<file path="src/hw/rtl/slvs_pkg.sv">
// Package for the staff line vertical scan unit: constants, register codes,
// configuration type, controller states and the command and status structs.
// Depends on nothing; every other RTL and bench file but slvs_if imports it.
package slvs_pkg;

  localparam int MaxWidthDef = 1024;
  localparam int MaxGapDef   = 32;
  localparam int MaxHeight   = 4096;
  localparam int RowW        = 13;
  localparam int DistW       = 7;
  localparam int RunW        = 8;

  typedef enum logic [2:0] {
    REG_WIDTH    = 3'd0,
    REG_HEIGHT   = 3'd1,
    REG_GAP_MIN  = 3'd2,
    REG_GAP_MAX  = 3'd3,
    REG_LINE_W   = 3'd4,
    REG_RUN_LOW  = 3'd5,
    REG_RUN_HIGH = 3'd6
  } reg_idx_e;

  typedef struct packed {
    logic [10:0] image_width;
    logic [12:0] image_height;
    logic [5:0]  gap_min;
    logic [5:0]  gap_max;
    logic [5:0]  line_width;
    logic [6:0]  run_low;
    logic [6:0]  run_high;
  } cfg_t;

  typedef enum logic [3:0] {
    ST_IDLE, ST_SANE, ST_CALC, ST_CMP, ST_CENT_RD, ST_CENT_CHK, ST_SRCH_RD,
    ST_SRCH_CHK, ST_RUN_RD, ST_RUN_CHK, ST_EMIT, ST_STORE
  } state_e;

  typedef struct packed {
    logic take;
    logic sanitize;
    logic calc;
    logic cent_init;
    logic probe_run;
    logic probe_issue;
    logic srch_init;
    logic srch_adv;
    logic found_set;
    logic run_inc;
    logic run_switch;
    logic emit;
    logic store;
  } cmd_t;

  typedef struct packed {
    logic ready_hit;
    logic store_ok;
    logic thin;
    logic d_done;
    logic probe_bit;
    logic k_done;
    logic run_dir;
    logic out_busy;
  } sts_t;

endpackage

</file>
<file path="src/hw/rtl/slvs_cfg.sv">
// Configuration register bank on an APB-style port.
// Depends on slvs_pkg.
module slvs_cfg import slvs_pkg::*; (
  input  logic        clk_i,
  input  logic        rst_ni,
  input  logic        psel,
  input  logic        penable,
  input  logic        pwrite,
  input  logic [4:0]  paddr,
  input  logic [31:0] pwdata,
  output logic [31:0] prdata,
  output logic        pready,
  output cfg_t        cfg_o
);

  cfg_t cfg_q;
  reg_idx_e idx;

  assign idx    = reg_idx_e'(paddr[4:2]);
  assign pready = 1'b1;
  assign cfg_o  = cfg_q;

  always_ff @(posedge clk_i or negedge rst_ni) begin
    if (!rst_ni) begin
      cfg_q.image_width  <= 11'd1024;
      cfg_q.image_height <= 13'd1024;
      cfg_q.gap_min      <= 6'd8;
      cfg_q.gap_max      <= 6'd13;
      cfg_q.line_width   <= 6'd2;
      cfg_q.run_low      <= 7'd1;
      cfg_q.run_high     <= 7'd5;
    end else if (psel && penable && pwrite) begin
      case (idx)
        REG_WIDTH:    cfg_q.image_width  <= pwdata[10:0];
        REG_HEIGHT:   cfg_q.image_height <= pwdata[12:0];
        REG_GAP_MIN:  cfg_q.gap_min      <= pwdata[5:0];
        REG_GAP_MAX:  cfg_q.gap_max      <= pwdata[5:0];
        REG_LINE_W:   cfg_q.line_width   <= pwdata[5:0];
        REG_RUN_LOW:  cfg_q.run_low      <= pwdata[6:0];
        REG_RUN_HIGH: cfg_q.run_high     <= pwdata[6:0];
        default: ;
      endcase
    end
  end

  always_comb begin
    case (idx)
      REG_WIDTH:    prdata = {21'd0, cfg_q.image_width};
      REG_HEIGHT:   prdata = {19'd0, cfg_q.image_height};
      REG_GAP_MIN:  prdata = {26'd0, cfg_q.gap_min};
      REG_GAP_MAX:  prdata = {26'd0, cfg_q.gap_max};
      REG_LINE_W:   prdata = {26'd0, cfg_q.line_width};
      REG_RUN_LOW:  prdata = {25'd0, cfg_q.run_low};
      REG_RUN_HIGH: prdata = {25'd0, cfg_q.run_high};
      default:      prdata = 32'd0;
    endcase
  end

endmodule

</file>
<file path="config.mk">
export PLATFORM = sky130hd
export DESIGN_NAME = slvs_cfg
export DESIGN_NICKNAME = d
export VERILOG_FILES = /design/src/hw/rtl/slvs_pkg.sv /design/src/hw/rtl/slvs_cfg.sv
export SDC_FILE = /design/constraint.sdc
export NUM_CORES = 1
export LEC_CHECK = 0
export ABC_CLOCK_PERIOD_IN_PS = 1100
export BUFFER_PORTS_ARGS = -buffer_cell sky130_fd_sc_hd__buf_2
export CAP_MARGIN = 20
export CORE_MARGIN = 3
export CORE_UTILIZATION = 40
export CTS_CLUSTER_DIAMETER = 150
export DETAILED_ROUTE_END_ITERATION = 7
export HOLD_SLACK_MARGIN = 0.12
export PLACE_DENSITY = 0.7
export SKIP_LAST_GASP = 1
export SLEW_MARGIN = 0
export SYNTH_ARGS = -nofsm -noshare
export SYNTH_HDL_FRONTEND = slang
export SYNTH_SLANG_ARGS = --single-unit
</file>
<file path="constraint.sdc">
create_clock -name clk_i -period 1.1 [get_ports clk_i]
set_input_delay 0.11 -clock clk_i [delete_from_list [all_inputs] [get_ports clk_i]]
set_output_delay 0.11 -clock clk_i [all_outputs]
set_load 0.01 [all_outputs]
</file>
**Word-level counts from Yosys, hierarchy flattened**

Index checks and enable logic that the tools add are counted.
W data, S select, Z words.

- Equal/unequal tests: 6
- Reduce and logical (&&, ||, !) cells: 10
- Multiplexer cells: 1

Operators by type and width:

| kind | count |
|---|---|
| $pmux W13 S7 | 1 |
| $reduce_and A2 Y1 | 7 |
| $eq A3 B3 Y1 const B | 3 |
| $eq A3 B2 Y1 const B | 2 |
| $eq A3 B1 Y1 const B | 1 |
| $logic_not A3 Y1 | 1 |
| $logic_and A1 B1 Y1 | 2 |

- Output and inout port bits: 89
- Word-level logic and storage cells: 24
- Input port bits: 42
- Flip-flop bits (word level): 56

**Depth between registers and ports, before layout**

- Word-level depth: 3
- Mapped depth: 5
- Mapped depth without buffers: 3

**Least setup slack after synthesis**

OpenSTA, ideal clock, no wires.

- Path type: flip-flop to output port
- From: reg cfg_q (netlist bit cfg_o[20])
- To: out prdata[0]
- Arrival: 1.135 ns
- Data required time: 0.990 ns
- Path slack: -0.145 ns
- Stages on the path, launching flop included: 4
- Buffers on the path: 0
- Cell sequence: dfstp_2 -> mux2i_1 -> or2_2 -> a31oi_1

- Longest elaborated chain between the ends: 1

Ends and longest elaborated chain:

| what | line | source |
|---|---|---|
| start: declaration | slvs_cfg.sv:16 | `cfg_t cfg_q;` |
| $pmux W13 S7 | slvs_cfg.sv:47 | `case (idx)` |
| end: declaration | slvs_cfg.sv:11 | `output logic [31:0] prdata,` |

Every way passes these cells.

**Worst setup path in the final report**

- From: reg cfg_q (netlist bit cfg_o[2])
- To: out prdata[2]

The elaborated chain is that of the path after synthesis.

==> metrics.json <==
{
  "clock_tree": {
    "clk_root_buffer_cell": "sky130_fd_sc_hd__clkbuf_8",
    "cts.htree.levels": 2,
    "cts_buffers": 5,
    "clk_pin_slew_ps": 110,
    "tritoncts": "built",
    "tritoncts_num_sinks": 56,
    "maximum_number_of_buffers_from_clock_root_to_sink": 2,
    "clock_latency_ps": 310
  },
  "critical_path": {
    "worstPathCellList": "mux2i_1, a22o_1, a31oi_4, buf_6",
    "worst_setup_path_startpoint": "cfg_o[2]",
    "criticalPathCategory": "flip-flop to output pin",
    "worst_path_max_delay_cell": "sky130_fd_sc_hd__dfstp_2",
    "path_delay_family": "flip-flops",
    "start_of_the_worst_register_to_register_path": "cfg_o[41]",
    "crit_path_max_fanout": 2,
    "critPathBufInv": 1,
    "worstReg2RegEnd": "cfg_o[41]",
    "largest_stage_delay_on_the_critical_path_ps": 550,
    "worstPathRequired_ps": 990,
    "start_kind": "flip-flop",
    "worstSetupEndpointType": "output pin",
    "worstSetupEndpoint": "prdata[2]",
    "timing.critical_path.arrival_ps": 1430,
    "reg2reg_setup_slack_ps": 80,
    "path_depth": 4,
    "r2r_cells": 3
  },
  "power": {
    "total_leakage_power_nw": 2.309,
    "power_per_cell_area_nw_per_um2": 1493,
    "clock_power_share": 0.169,
    "p_sw_frac": 0.3077,
    "power.sequential.fraction": 0.409,
    "intPower_mw": 4.763,
    "combPwrFrac": 0.422,
    "net_switching_power_figure_mw": 2.117,
    "final_total_pwr_mw": 6.880,
    "max-vdd-ir-drop_mv": 0.9907
  },
  "logic_synthesis": {
    "syn_area_um2": 2866,
    "synth-seq-cells": 56,
    "ys_seq_area_frac": 0.4932,
    "ys_types": 32,
    "count_of_mapped_cells_out_of_synthesis": 216,
    "yosys_warning_total": 0,
    "syn-mean-instance-area_um2": 13.27
  },
  "global_route": {
    "grt_usage": 0.1831,
    "grt_remaining_overflow": 0,
    "grt_pass1_wl_um": 12010,
    "antenna_found_initial": 0,
    "first_global_vias": 2372,
    "largest_net_degree_at_the_start_of_global_routing": 57
  },
  "outcome": {
    "run_status": "finished, violations left",
    "failed_checks": "setup timing"
  },
  "worst_hold_path": {
    "min_from": "pwdata[2]",
    "hold_path_class": "input pin to flip-flop"
  },
  "floorplan": {
    "core_um2": 6869,
    "initial_utilization": 0.4173,
    "dieHeight_um": 90.66,
    "dieWidth_um": 90.66,
    "floorplan.die_area_um2": 8218,
    "fp-row-count": 30,
    "top_level_ports": 131
  },
  "cells_and_area": {
    "final.fill_count": 481,
    "layout-drive-gt1-share": 0.6547,
    "final-seq-area_um2": 1414,
    "largest_register_ffs": 56,
    "multiInputGateArea_um2": 1434,
    "fin_util": 0.6707,
    "num_antenna_cells": 0,
    "design.final.nets": 432,
    "postLayoutCellArea_um2": 4607,
    "area_growth_syn_to_layout_pct": 60.72,
    "final_cells": 487
  },
  "timing": {
    "holdWs_ps": 135.7,
    "finalCriticalPeriod_ps": 1535,
    "setup_slack_ps": -435.5,
    "number_of_setup_violations_in_the_final_report": 21,
    "timing_max_transition_violations_final": 0,
    "fin_setup_tns_ps": -3542,
    "hold_viol_final": 0,
    "fin_crit_sh": 1.396,
    "timing.clock.skew_ps": 0,
    "rsz0062_at_grt": "true",
    "fmaxAchievable_mhz": 651.3
  },
  "place": {
    "routabilityCongestion": 0.7982,
    "dpl-instance-area_um2": 3871,
    "dpl.hpwl_um": 5646,
    "dp.cells": 452,
    "dp_slack_ps": -275.7,
    "portBuffers": 89
  },
  "route": {
    "route.detailed.vias_per_inst": 4.739,
    "drt_iter0_drc": 73,
    "firstDrtPassIters": 4,
    "dr_total_vias": 2308,
    "drc": 0,
    "antenna_left": 0,
    "routed_wl_um": 8119,
    "drt-wirelength-per-cell_um": 16.67
  },
  "run": {
    "max-cap-violations": 0
  }
}
## placed cells by master, fill, tap and decap left out, types with 3 or more instances in the layout
cell type,instances
sky130_fd_sc_hd__buf_6,71
sky130_fd_sc_hd__or2_4,4
sky130_fd_sc_hd__dfrtp_1,46
sky130_fd_sc_hd__dfstp_2,10
sky130_fd_sc_hd__nor2_2,4
sky130_fd_sc_hd__mux2_1,9
sky130_fd_sc_hd__buf_2,50
sky130_fd_sc_hd__a22o_1,4
sky130_fd_sc_hd__mux2i_1,19
sky130_fd_sc_hd__nor2_1,6
sky130_fd_sc_hd__buf_4,41
sky130_fd_sc_hd__buf_12,4
sky130_fd_sc_hd__mux2_2,37
sky130_fd_sc_hd__conb_1,20
sky130_fd_sc_hd__dlygate4sd3_1,11
sky130_fd_sc_hd__clkbuf_8,5
sky130_fd_sc_hd__a31oi_4,3
sky130_fd_sc_hd__nand2_1,7
sky130_fd_sc_hd__mux2_4,12
## logic make-up after synthesis
group | synth area share
AOI/OAI and AO/OA | 0.04016
buffers and inverters | 0.07638
and+or+nand+nor | 0.08992
other | 0.002620
muxes | 0.2977
DFF | 0.4932
## power groups by stage
stage	Sequential, mW	Combinational [mW]	Clock, mW
detailed placement	2.81	2.10	0
global route	2.86	3.10	1.29
finish	2.82	2.90	1.16
floorplan	3.01	0.823	0
global placement	2.80	2.06	0
CTS	2.77	2.46	1.19
## metal layers
layer	global-route usage	share of wire	vias up
met5	0	0	-
met4	0.04847	0.011	0
met3	0.04333	0.059	8
met2	0.3101	0.52	81
met1	0.2344	0.41	1142
li1	-	-	1077
## Yosys cell counts, drive strengths merged
cell,number,area [um^2]
a22o,4,35.03
a31oi,5,31.28
a32oi,1,8.760
and2,1,6.260
and2b,1,7.510
and3,2,12.51
buf,27,215.2
clkbuf,1,3.750
conb,2,7.510
dfrtp,46,1151
dfstp,10,262.8
mux2,58,653.1
mux2i,20,200.2
nand2,7,26.28
nand2b,2,12.51
nand3b,1,7.510
nand4,1,21.27
nand4b,1,23.77
nor2,13,90.08
nor2b,2,12.51
o21a,1,7.510
o221ai,1,8.760
o22ai,1,6.260
o2bb2ai,2,17.52
or2,6,37.54
## what timing repair did
item / CTS / global route
hold buffers: 11 / 0
hold endpoints to repair: 82 / 0
pin swaps: 13 / 5
setup endpoints to repair: 31 / 54
buffers inserted: 12 / 15
resized for setup: 27 / 56
## cell type report
cell class,instances,area share
clock inverters,3,0.004889
well taps,96,0.02607
repair buffers,177,0.3360
clock buffers,5,0.01494
multi-input cells,150,0.3112
flip-flops and latches,56,0.3069
## worst min path at each step
stage / slack, ps / to / cells after the start
2_1_floorplan: -190 / cfg_o[10] / 0
3_3_place_gp: 130 / cfg_o[9] / 2
3_5_place_dp: 130 / cfg_o[9] / 2
4_1_cts: 120 / cfg_o[16] / 2
5_1_grt: 130 / cfg_o[1] / 2
6_report: 140 / cfg_o[2] / 2
Note: power is estimated with default switching activity, not from simulation.
