File: src/hw/rtl/slvs_pkg.sv
// Package for the staff line vertical scan unit: constants, register codes,
// configuration type, controller states and the command and status structs.
// Depends on nothing; every other RTL and bench file but slvs_if imports it.
package slvs_pkg;

  localparam int MaxWidthDef = 1024;
  localparam int MaxGapDef   = 32;
  localparam int MaxHeight   = 4096;
  localparam int RowW        = 13;
  localparam int DistW       = 7;
  localparam int RunW        = 8;

  typedef enum logic [2:0] {
    REG_WIDTH    = 3'd0,
    REG_HEIGHT   = 3'd1,
    REG_GAP_MIN  = 3'd2,
    REG_GAP_MAX  = 3'd3,
    REG_LINE_W   = 3'd4,
    REG_RUN_LOW  = 3'd5,
    REG_RUN_HIGH = 3'd6
  } reg_idx_e;

  typedef struct packed {
    logic [10:0] image_width;
    logic [12:0] image_height;
    logic [5:0]  gap_min;
    logic [5:0]  gap_max;
    logic [5:0]  line_width;
    logic [6:0]  run_low;
    logic [6:0]  run_high;
  } cfg_t;

  typedef enum logic [3:0] {
    ST_IDLE, ST_SANE, ST_CALC, ST_CMP, ST_CENT_RD, ST_CENT_CHK, ST_SRCH_RD,
    ST_SRCH_CHK, ST_RUN_RD, ST_RUN_CHK, ST_EMIT, ST_STORE
  } state_e;

  typedef struct packed {
    logic take;
    logic sanitize;
    logic calc;
    logic cent_init;
    logic probe_run;
    logic probe_issue;
    logic srch_init;
    logic srch_adv;
    logic found_set;
    logic run_inc;
    logic run_switch;
    logic emit;
    logic store;
  } cmd_t;

  typedef struct packed {
    logic ready_hit;
    logic store_ok;
    logic thin;
    logic d_done;
    logic probe_bit;
    logic k_done;
    logic run_dir;
    logic out_busy;
  } sts_t;

endpackage

File: src/hw/rtl/slvs_ctrl.sv
// Controller state machine: sequences sanitising, readiness check, the judging
// probes, result output and the store of each request. Depends on slvs_pkg.
module slvs_ctrl import slvs_pkg::*; (
  input  logic clk_i,
  input  logic rst_ni,
  input  logic in_valid_i,
  output logic in_ready_o,
  input  sts_t sts_i,
  output cmd_t cmd_o
);

  state_e state_q, state_d;
  logic   second_q, done_q;

  always_ff @(posedge clk_i or negedge rst_ni) begin
    if (!rst_ni) begin
      state_q  <= ST_IDLE;
      second_q <= 1'b0;
      done_q   <= 1'b0;
    end else begin
      state_q <= state_d;
      if (cmd_o.take) begin
        second_q <= 1'b0;
        done_q   <= 1'b0;
      end else begin
        if (state_q == ST_STORE) second_q <= 1'b1;
        if (cmd_o.emit) done_q <= 1'b1;
      end
    end
  end

  always_comb begin
    state_d = state_q;
    case (state_q)
      ST_IDLE:     if (in_valid_i) state_d = ST_SANE;
      ST_SANE:     state_d = ST_CALC;
      ST_CALC:     state_d = ST_CMP;
      ST_CMP: begin
        if (sts_i.ready_hit) state_d = ST_CENT_RD;
        else if (!second_q) state_d = ST_STORE;
        else state_d = ST_IDLE;
      end
      ST_CENT_RD:  state_d = ST_CENT_CHK;
      ST_CENT_CHK: state_d = sts_i.thin ? ST_SRCH_RD : ST_EMIT;
      ST_SRCH_RD:  state_d = sts_i.d_done ? ST_EMIT : ST_SRCH_CHK;
      ST_SRCH_CHK: state_d = sts_i.probe_bit ? ST_RUN_RD : ST_SRCH_RD;
      ST_RUN_RD: begin
        if (!sts_i.k_done) state_d = ST_RUN_CHK;
        else if (sts_i.run_dir) state_d = ST_EMIT;
        else state_d = ST_RUN_RD;
      end
      ST_RUN_CHK: begin
        if (sts_i.probe_bit || !sts_i.run_dir) state_d = ST_RUN_RD;
        else state_d = ST_EMIT;
      end
      ST_EMIT: begin
        if (!sts_i.out_busy) state_d = second_q ? ST_IDLE : ST_STORE;
      end
      ST_STORE:    state_d = (sts_i.store_ok && !done_q) ? ST_CALC : ST_IDLE;
      default:     state_d = ST_IDLE;
    endcase
  end

  always_comb begin
    cmd_o      = '0;
    in_ready_o = 1'b0;
    case (state_q)
      ST_IDLE: begin
        in_ready_o = 1'b1;
        cmd_o.take = in_valid_i;
      end
      ST_SANE:     cmd_o.sanitize = 1'b1;
      ST_CALC:     cmd_o.calc = 1'b1;
      ST_CMP:      cmd_o.cent_init = sts_i.ready_hit;
      ST_CENT_RD: begin
        cmd_o.probe_run   = 1'b1;
        cmd_o.probe_issue = 1'b1;
      end
      ST_CENT_CHK: cmd_o.srch_init = 1'b1;
      ST_SRCH_RD:  cmd_o.probe_issue = !sts_i.d_done;
      ST_SRCH_CHK: begin
        cmd_o.found_set = sts_i.probe_bit;
        cmd_o.srch_adv  = !sts_i.probe_bit;
      end
      ST_RUN_RD: begin
        cmd_o.probe_run   = 1'b1;
        cmd_o.probe_issue = !sts_i.k_done;
        cmd_o.run_switch  = sts_i.k_done && !sts_i.run_dir;
      end
      ST_RUN_CHK: begin
        cmd_o.run_inc    = sts_i.probe_bit;
        cmd_o.run_switch = !sts_i.probe_bit && !sts_i.run_dir;
      end
      ST_EMIT:     cmd_o.emit = !sts_i.out_busy;
      ST_STORE:    cmd_o.store = 1'b1;
      default: ;
    endcase
  end

  a_take_sane: assert property (@(posedge clk_i) disable iff (!rst_ni)
    cmd_o.take |=> state_q == ST_SANE) else $error("request not followed by sanitise");
  a_calc_cmp: assert property (@(posedge clk_i) disable iff (!rst_ni)
    state_q == ST_CALC |=> state_q == ST_CMP) else $error("compare skipped");
  a_emit_free: assert property (@(posedge clk_i) disable iff (!rst_ni)
    cmd_o.emit |-> !sts_i.out_busy) else $error("result overwritten");
  a_one_emit: assert property (@(posedge clk_i) disable iff (!rst_ni)
    (cmd_o.emit && done_q) |-> 1'b0) else $error("two results for one request");

endmodule

File: config.mk
export PLATFORM = sky130hd
export DESIGN_NAME = slvs_ctrl
export DESIGN_NICKNAME = d
export VERILOG_FILES = /design/src/hw/rtl/slvs_pkg.sv /design/src/hw/rtl/slvs_ctrl.sv
export SDC_FILE = /design/constraint.sdc
export NUM_CORES = 1
export LEC_CHECK = 0
export CAP_MARGIN = 5
export CORE_MARGIN = 2
export CORE_UTILIZATION = 30
export DETAILED_ROUTE_END_ITERATION = 6
export DONT_BUFFER_PORTS = 1
export GPL_ROUTABILITY_DRIVEN = 1
export SYNTH_ARGS = -nofsm -noshare
export SYNTH_HDL_FRONTEND = slang
export SYNTH_SLANG_ARGS = --single-unit
File: constraint.sdc
create_clock -name clk_i -period 1.6 [get_ports clk_i]
set_clock_uncertainty 0.2 [all_clocks]
set_input_delay 0.16 -clock clk_i [delete_from_list [all_inputs] [get_ports clk_i]]
set_output_delay 0.16 -clock clk_i [all_outputs]
set_load 0.005 [all_outputs]
==> Word level (Yosys, flattened, before mapping) <==
Cells that the tools add are included.
{ "totals": {"reg_bits": 6, "out_inout_bits": 14, "in_bits": 11, "elab_cells": 60} }
{ "classes": {"muxes": 29, "eq_ne": 13, "reduce_logical": 15} }
{ "op_table": {"columns": ["operator", "count"], "rows": [
  ["$pmux W4 S12", 1],
  ["$mux W4", 7],
  ["$eq A4 B3 Y1 const B", 4],
  ["$eq A4 B4 Y1 const B", 4],
  ["$mux W1", 14],
  ["$mux W2", 5],
  ["$eq A4 B2 Y1 const B", 2],
  ["$logic_not A1 Y1", 6],
  ["$eq A4 B1 Y1 const B", 1],
  ["$logic_not A4 Y1", 1],
  ["$ne A2 B2 Y1 const B", 2],
  ["$reduce_bool A2 Y1", 2],
  ["$logic_and A1 B1 Y1", 3],
  ["$pmux W1 S3", 1],
  ["$pmux W1 S2", 1],
  ["$reduce_and A2 Y1", 1],
  ["$reduce_or A2 Y1", 1],
  ["$logic_or A1 B1 Y1", 1]
]} }

==> Longest topological paths before layout <==
Gate-level depths: netlist of the first run.
{ "logic_depth": {"ltp_word": 4, "mapped_depth": 6, "depth_no_buf": 4} }

==> Least setup slack after synthesis of the first run <==
OpenSTA, ideal clock, no wires.
{ "synth_path": {"path_type": "register to register", "from": "register state_q[3]", "to": "register state_q[1]", "synth_period_minus_slack_ns": 1.660, "t_arrival_ns": 1.331, "slack_ns": -0.060, "setup_ns": 0.129, "n_path_buf": 1, "stages_incl_launch_ff": 5, "required_time_ns": 1.271, "cell_sequence": "dfrtp_1 -> buf_2 -> mux2_2 -> a22o_1 -> a2111o_1"} }
{ "synth_between": {"elab_chain_cells": 3, "word_cells_on_any_way": 16, "classes_between": "eq/ne: 13; mux: 1; reduce/logical: 2"} }
{ "synth_rtl": {"columns": ["item", "line_no", "text"], "rows": [
  ["start: declaration", "slvs_ctrl.sv:12", "state_e state_q, state_d;"],
  ["start signal: assignment", "slvs_ctrl.sv:21", "state_q <= state_d;"],
  ["$eq A4 B4 Y1 or $logic_not A4 Y1 (tied branches)", "slvs_ctrl.sv:34", "case (state_q)"],
  ["$ne A2 B2 Y1 (no line)", null, null],
  ["$reduce_and A2 Y1 (no line)", null, null]
]} }
Parallel ways exist; a longest one is shown, timed or not.
A chain may end at the register's enable or synchronous reset.

==> metrics.yaml, run 1 <==
htree_levels: 1
fp.dieH_um: 46.7
violations: "negative setup slack"
synth_area_leaders: "dfrtp_1 27%, nor2_1 10%, nor3_1 7.3%, nand2b_1 4.6%, buf_6 4.1%"
diodes: 0
ys_ff_latch: 6
syn_inst: 69
holdWs_ns: 0.0294
drc_errors: 0
cp_top_family: "simple AND/OR/NAND/NOR gates"
drive_gt1_share_pct: 62.7
syn_avg_cell_area_sq_um: 7.92
track_usage_pct: 18.2
synth_top_family_by_area: "simple AND/OR/NAND/NOR gates"
finalSetupViolations: 12
synth-simple-area-share_pct: 41.9
firstDrtPassIters: 4
cap_violations: 0
die_area_sq_um: 2180
port_buffers: 0
synth-compound-area-share_pct: 16.5
cts_max_path_buffers: 2
hold_viol_final: 0
critPathMaxFanout: 6
final_cell_mix: "22 x buf_4, 11 x nor2_1, 8 x buf_6"
hpwlAfterDp_um: 1280
final_common_cell: "buf_4"
crit_path_top_delay_cell: "dfrtp_1"
start_util_pct: 31.7
core_area_sq_um: 1730
crit_path_start_kind: "flip-flop"
multi_input_area_sq_um: 497
hp-class: "in -> async"
wl_um: 1900
yosys.area.top_type: "dfrtp_1"
grt_max_degree: 8
p_per_area_nw_per_um2: 1810
slowest_delay_ns: 0.42
synth_xor_area_share_pct: 0
period_needed_ns: 1.74
path_cells: "or2b_4, nor4_4, nor2_2, buf_4, inv_2"
drt-wirelength-per-cell_um: 15.0
critPathRequiredTime_ns: 1.24
path_class: "reg -> out"
clk_pin_slew_ns: 0.04
setup_ws_ns: -0.143
clock_sinks: 6
synth.distinct_cells: 31
worstSetupEndpointType: "output pin"
yosysWarnings: 0
stdcell_count: 127
postLayoutCellArea_sq_um: 1030
synthAdderAreaFrac_pct: 0
nFillCells: 158
ant_nets: 0
rsz0062_at_grt: "yes"
synthMuxAreaShare_pct: 3.89
grt_pass1_vias: 640
seq_area_frac_synth_pct: 27.5
arrival_ns: 1.38
num_rows: 15
gr-total-overflow: 0
routed_via_density: 5.06
vias: 643
netlist.area_leader.share_pct: 27.5
seq_area_sq_um: 153
synthesis.area_sq_um: 547
place_inst: 111
insertion_delay_ns: 0.24
die_w_um: 46.7
cts_root_buf: "clkbuf_4"
slew_headroom_pct: 81.0
min_period_over_period_pct: 109
crit_buf_inv: 2
gp_congestion: 0.831
cts_tree: "built"
antenna_found_initial: 0
final_nets: 115
pin_count: 25
grt_pass1_wl_um: 2810
worst_pin_slew_ns: 0.284
final.setup.tns_ns: -0.987
fmax_mhz: 574
synth_nets: 80
p_leak_nw: 0.466
syn_to_final_growth_pct: 89.0
slew_viol_final: 0
max-vdd-ir-drop_uv: 797
drtIter0Drc: 7
placed_cell_area_sq_um: 712
status: "finished, violations left"
cts_made_buffers: 3
[cell usage after synthesis (all sizes together)]
library cell	n
mux2	1
or2b	2
nand2	2
a2bb2oi	1
buf	6
and3b	2
a22o	1
a211o	1
a2111o	1
a211oi	1
a21oi	1
nor3	8
nor2	16
dfrtp	6
a221oi	1
nor4	3
inv	4
a31oi	1
nor3b	1
and4	1
a32oi	1
nand2b	4
mux2i	1
or3	1
a31o	1
a21boi	1
[layout make-up]
cell class / count / area share (%)
Multi-Input combinational cell: 53 / 48.1
Timing Repair Buffer: 36 / 30.5
Sequential cell: 6 / 14.8
Tap cell: 25 / 3.03
Clock buffer: 3 / 2.18
Inverter: 4 / 1.45
[logic make-up after synthesis]
logic type	count (synthesis)
DFF	6
buffers and inverters	10
muxes	2
and+or+nand+nor	40
AOI/OAI and AO/OA	11
[layer usage]
layer  vias to the layer above  global-route usage (%)  wire length, um
li1                        309                       -                -
met1                       313                    22.6              733
met2                        21                    30.6             1060
met3                         0                    7.45              111
met4                         0                    2.22                0
met5                         -                       0                0
[report_power, final]
part           internal [W]  switching, W  total [W]
clock network     0.0000848     0.0000544   0.000139
logic              0.000767      0.000647    0.00141
registers          0.000224     0.0000929   0.000317
total               0.00108      0.000794    0.00187
[sequential cells by signal (all words and copies together), names as in the netlist]
register / count
done_q: 1
second_q: 1
state_q: 4
[timing repair]
action	CTS	global route
hold endpoints to repair	11	0
resized for setup	30	12
buffers inserted	6	3
endpoints found under the setup margin	18	20
hold buffers	6	0
pin swaps	6	6
[worst paths after layout]
check,startpoint,to,slack [ns],cells past startpoint
min,rst_ni,state_q[3]$_DFFE_PN0P_,0.03,1
max reg2reg,state_q[1]$_DFFE_PN0P_,state_q[3]$_DFFE_PN0P_,-0.12,5
max,state_q[2]$_DFFE_PN0P_,cmd_o[7],-0.14,5
min reg2reg,done_q$_DFFE_PN0P_,done_q$_DFFE_PN0P_,0.30,2
min in group clk_i,sts_i[2],state_q[0]$_DFFE_PN0P_,0.03,4
max in group asynchronous,rst_ni,state_q[0]$_DFFE_PN0P_,0.93,1
[through the flow]
step           worst slack [ns]  util [%]  power, W
2_1_floorplan           0.00127         -  0.000863
3_3_place_gp            -0.0518      41.2   0.00121
3_5_place_dp            -0.0971      41.2   0.00123
4_1_cts                  -0.154      55.3   0.00170
5_1_grt                  -0.222      59.9   0.00199
6_report                 -0.143      59.9   0.00187
Note: power is estimated with default switching activity, not from simulation.
==> run 2: changes to the inputs <==
Settings changed: REMOVE_ABC_BUFFERS set to 1.
==> run 2 against run 1 <==
  * The run ends with negative hold slack, negative setup slack left
  * Sequential cell count is the same
  * Worst hold slack lost 0.042 ns
  * Non-clock buffer count shrank 5
  * Critical path type unchanged
  * Critical endpoint is now cmd_o[1]
==> metrics.yaml, run 2 (synthesis results as in run 1) <==
cap_violations: 0
hpwlAfterDp_um: 1200
hold_viol_final: 1
final_nets: 110
status: "finished, violations left"
multi_input_area_sq_um: 517
vias: 638
slew_viol_final: 0
setup_ws_ns: -0.194
die_area_sq_um: 2180
grt_max_degree: 8
rsz0062_at_grt: "yes"
top_regs: "state_q (4), done_q (1), second_q (1)"
top_register: "state_q"
grt_pass1_vias: 601
cts_tree: "built"
track_usage_pct: 17.5
r2r_start: "state_q[0]$_DFFE_PN0P_"
drtIter0Drc: 11
finalSetupViolations: 12
hp-class: "in -> reg"
final_cell_mix: "14 x buf_4, 11 x nor2_1, 10 x buf_6"
start_util_pct: 31.7
violations: "negative hold slack, negative setup slack"
min_period_over_period_pct: 112
max-vdd-ir-drop_uv: 707
antenna_found_initial: 0
drive_gt1_share_pct: 61.9
slew_headroom_pct: 73.2
cts_made_buffers: 3
seq_area_sq_um: 155
fin_util_pct: 60.1
r2r_slack_ns: -0.14
drc_errors: 0
wl_um: 1990
period_needed_ns: 1.79
worstHoldStart: "sts_i[4]"
arrival_ns: 1.43
worst_pin_slew_ns: 0.402
min_to: "state_q[0]$_DFFE_PN0P_"
fmax_mhz: 557
nFillCells: 141
grt_pass1_wl_um: 2640
min_path_cells: 3
worstSetupEndpointType: "output pin"
final_common_cell: "buf_4"
cts_max_path_buffers: 2
core_area_sq_um: 1730
clock_sinks: 6
syn_to_final_growth_pct: 89.9
crit_path_start_kind: "flip-flop"
gp_congestion: 0.768
fp.dieH_um: 46.7
num_rows: 15
r2r-end: "state_q[1]$_DFFE_PN0P_"
routed_via_density: 5.23
clk_pin_slew_ns: 0.05
holdWs_ns: -0.0128
reg2reg_depth: 5
ant_nets: 0
htree_levels: 1
diodes: 0
port_buffers: 0
insertion_delay_ns: 0.25
critPathRequiredTime_ns: 1.24
p_per_area_nw_per_um2: 1860
p_leak_nw: 0.449
die_w_um: 46.7
drt-wirelength-per-cell_um: 16.3
pin_count: 25
gr-total-overflow: 0
firstDrtPassIters: 3
largest_reg_flops: 4
critPathMaxFanout: 4
cts_root_buf: "clkbuf_4"
path_class: "reg -> out"
run 2: worst max path at each step:
stage | from | to | slack [ns] | depth (start not counted)
after floorplan | state_q[0]$_DFFE_PN0P_ | state_q[1]$_DFFE_PN0P_ | -0.22 | 3
after global placement | state_q[1]$_DFFE_PN0P_ | state_q[3]$_DFFE_PN0P_ | -0.06 | 5
after detailed placement | state_q[3]$_DFFE_PN0P_ | state_q[1]$_DFFE_PN0P_ | -0.08 | 4
after CTS | state_q[0]$_DFFE_PN0P_ | state_q[1]$_DFFE_PN0P_ | -0.17 | 4
after global routing | state_q[2]$_DFFE_PN0P_ | cmd_o[7] | -0.24 | 5
final | state_q[0]$_DFFE_PN0P_ | cmd_o[1] | -0.19 | 3
run 2: metrics by stage:
stage               worst slack (ns)  TNS [ns]  std cells  area, sq um  power, W
floorplan                     -0.221    -0.419         63          505  0.000777
global placement             -0.0568    -0.106        107          692   0.00118
detailed placement           -0.0842    -0.167        107          692   0.00120
CTS                           -0.171     -1.30        120          892   0.00159
global route                  -0.235     -1.93        122         1040   0.00205
finish                        -0.194     -1.19        122         1040   0.00193
run 2: where the power goes:
part / leakage [nW] / internal (W) / switching, W / total (W)
combinational: 0.364 / 0.000786 / 0.000686 / 0.00147
sequential: 0.0704 / 0.000227 / 0.0000896 / 0.000317
clock: 0.0138 / 0.0000849 / 0.0000561 / 0.000141
run 2: area by class of cell:
cell class,count,area share (%)
timing repair buffer,31,28.7
tap,25,3.01
clock buffer,3,2.17
multi-input combinational,53,49.8
sequential,6,14.9
inverter,4,1.45
run 2: timing repair:
item                                    4_1_cts  5_1_grt
pin swaps                                     6        7
hold buffers                                  6        0
hold endpoints to repair                     11        0
endpoints found under the setup margin       15       18
buffers inserted                              4        3
gates resized for setup                      24       27
run 2: critical path, cell delays in order, from the launching register on:
cell and delay [ns]:
dfrtp_2 0.43, or2b_2 0.34, nor3_2 0.25, buf_4 0.16
run 2: routing by layer:
metal  up-vias  GRT usage (%)  wire length [um]
met5         -              0                 0
met4         0           5.00                40
met3         4           6.27                96
met2        21           32.5              1180
met1       309           18.2               667
li1        304              -                 -
==> run 3: changes to the inputs <==
Settings changed: CTS_CLUSTER_DIAMETER set to 80, SETUP_SLACK_MARGIN set to 0.05, SLEW_MARGIN set to 15.
==> run 3 against run 2 <==
  * The run still ends with negative hold slack, negative setup slack left
  * Sequential power grew 4%
  * Combinational power up 10%
  * Via count increased by 1.6%
  * Sequential share of layout area is 1.1 points lower
  * Worst hold slack gained 0.0058 ns
  * Highest routed layer unchanged
  * Global-route usage up 0.093 points
  * Worst setup slack got worse by 0.0045 ns
  * Clock-buffer cell count unchanged
  * Fmax is 0.25% lower
  * Clock power barely moved
  * Final cell count rose by 4.1%
==> metrics.yaml, run 3 (synthesis results as in run 1) <==
core_area_sq_um: 1730
place_inst: 107
slew_headroom_pct: 78.3
drive_gt1_share_pct: 68.6
hp-class: "in -> reg"
holdWs_ns: -0.00706
seqPwrFrac_pct: 15.8
fp.dieH_um: 46.7
cts_made_buffers: 3
p_leak_nw: 0.477
status: "finished, violations left"
drtIter0Drc: 7
drt-wirelength-per-cell_um: 15.7
period_needed_ns: 1.80
min_path_cells: 3
r2r_slack_ns: -0.17
cts_root_buf: "clkbuf_4"
critPathRequiredTime_ns: 1.24
final_common_cell: "buf_4"
final.setup.tns_ns: -1.22
hpwlAfterDp_um: 1200
worstSetupEndpointType: "output pin"
top_regs: "state_q (4), done_q (1), second_q (1)"
cts_tree: "built"
fin_util_pct: 64.9
track_usage_pct: 17.6
final_cell_mix: "16 x buf_4, 13 x buf_6, 10 x nor2_1"
port_buffers: 0
r2r_start: "state_q[1]$_DFFE_PN0P_"
syn_to_final_growth_pct: 105
gp_congestion: 0.768
gr-total-overflow: 0
cts_max_path_buffers: 2
grt_pass1_wl_um: 2640
arrival_ns: 1.44
clock_sinks: 6
wl_um: 1990
rsz0062_at_grt: "yes"
largest_reg_flops: 4
worst_pin_slew_ns: 0.323
p_per_area_nw_per_um2: 1870
top_register: "state_q"
ant_nets: 0
max-vdd-ir-drop_uv: 733
worstHoldStart: "sts_i[4]"
min_period_over_period_pct: 112
p_sw_w: 0.000880
num_rows: 15
routed_via_density: 5.10
combPwrFrac_pct: 77.4
antenna_found_initial: 0
stdcell_count: 127
crit_path_start_kind: "flip-flop"
critPathMaxFanout: 7
totalPowerFinal_w: 0.00209
setup_ws_ns: -0.199
clkPwrFrac_pct: 6.8
vias: 648
pin_count: 25
violations: "negative hold slack, negative setup slack"
grt_pass1_vias: 605
cap_violations: 0
die_area_sq_um: 2180
slew_viol_final: 0
htree_levels: 1
die_w_um: 46.7
path_class: "reg -> out"
drc_errors: 0
cts-hold-fix-buffers: 6
grt_max_degree: 8
crit_start: "state_q[3]$_DFFE_PN0P_"
fmax_mhz: 556
swShare_pct: 42.1
firstDrtPassIters: 4
finalSetupViolations: 13
insertion_delay_ns: 0.25
hold_viol_final: 1
clk_pin_slew_ns: 0.05
reg2reg_depth: 5
p_int_w: 0.00121
diodes: 0
start_util_pct: 31.7
final_nets: 115
-- run 3: final cells by class --
type                    count  area [sq um]
inverters                   4          15.0
multi-input cells          53           549
fillers                   125           607
repair buffers             36           347
well taps                  25          31.3
clock buffers               3          22.5
flip-flops and latches      6           155
-- run 3: power by group through the flow --
| stage | logic [W] | registers (W) | clock network, W |
|---|---|---|---|
| floorplan | 0.000427 | 0.000350 | 0 |
| global placement | 0.000890 | 0.000293 | 0 |
| detailed placement | 0.000901 | 0.000297 | 0 |
| CTS | 0.00122 | 0.000305 | 0.000148 |
| global route | 0.00173 | 0.000340 | 0.000156 |
| finish | 0.00162 | 0.000330 | 0.000142 |
-- run 3: path summary, 6_finish.rpt --
kind,endpoint
max,cmd_o[7]
max reg2reg,state_q[3]$_DFFE_PN0P_
min reg2reg,done_q$_DFFE_PN0P_
min in group asynchronous,done_q$_DFFE_PN0P_
max in group asynchronous,state_q[1]$_DFFE_PN0P_
min,state_q[0]$_DFFE_PN0P_
-- run 3: timing repair --
item | CTS | global route
buffers inserted | 4 | 8
endpoints found under the hold margin | 11 | 1
endpoints found under the setup margin | 18 | 18
resized for setup | 32 | 28
cloned | 0 | 0
pin swaps | 7 | 16
-- run 3: critical path, cell delays in order, from the launching register on --
cell	delay (ns)
dfrtp_2	0.43
or2b_4	0.33
nor4_4	0.16
nor2_2	0.09
buf_4	0.14
inv_2	0.04
-- run 3: per-layer routing --
layer | GRT usage (%) | vias to the layer above | share of wire (%)
li1 | - | 313 | -
met5 | 0 | - | 0
met3 | 6.27 | 4 | 4.3
met2 | 32.8 | 21 | 58
met1 | 18.3 | 310 | 36
met4 | 5.00 | 0 | 1.6
-- run 3: through the flow --
stage               setup WS, ns  instance area, sq um
floorplan                 -0.221                   505
global placement         -0.0568                   692
detailed placement       -0.0842                   692
CTS                       -0.171                   930
global route              -0.266                  1120
finish                    -0.199                  1120
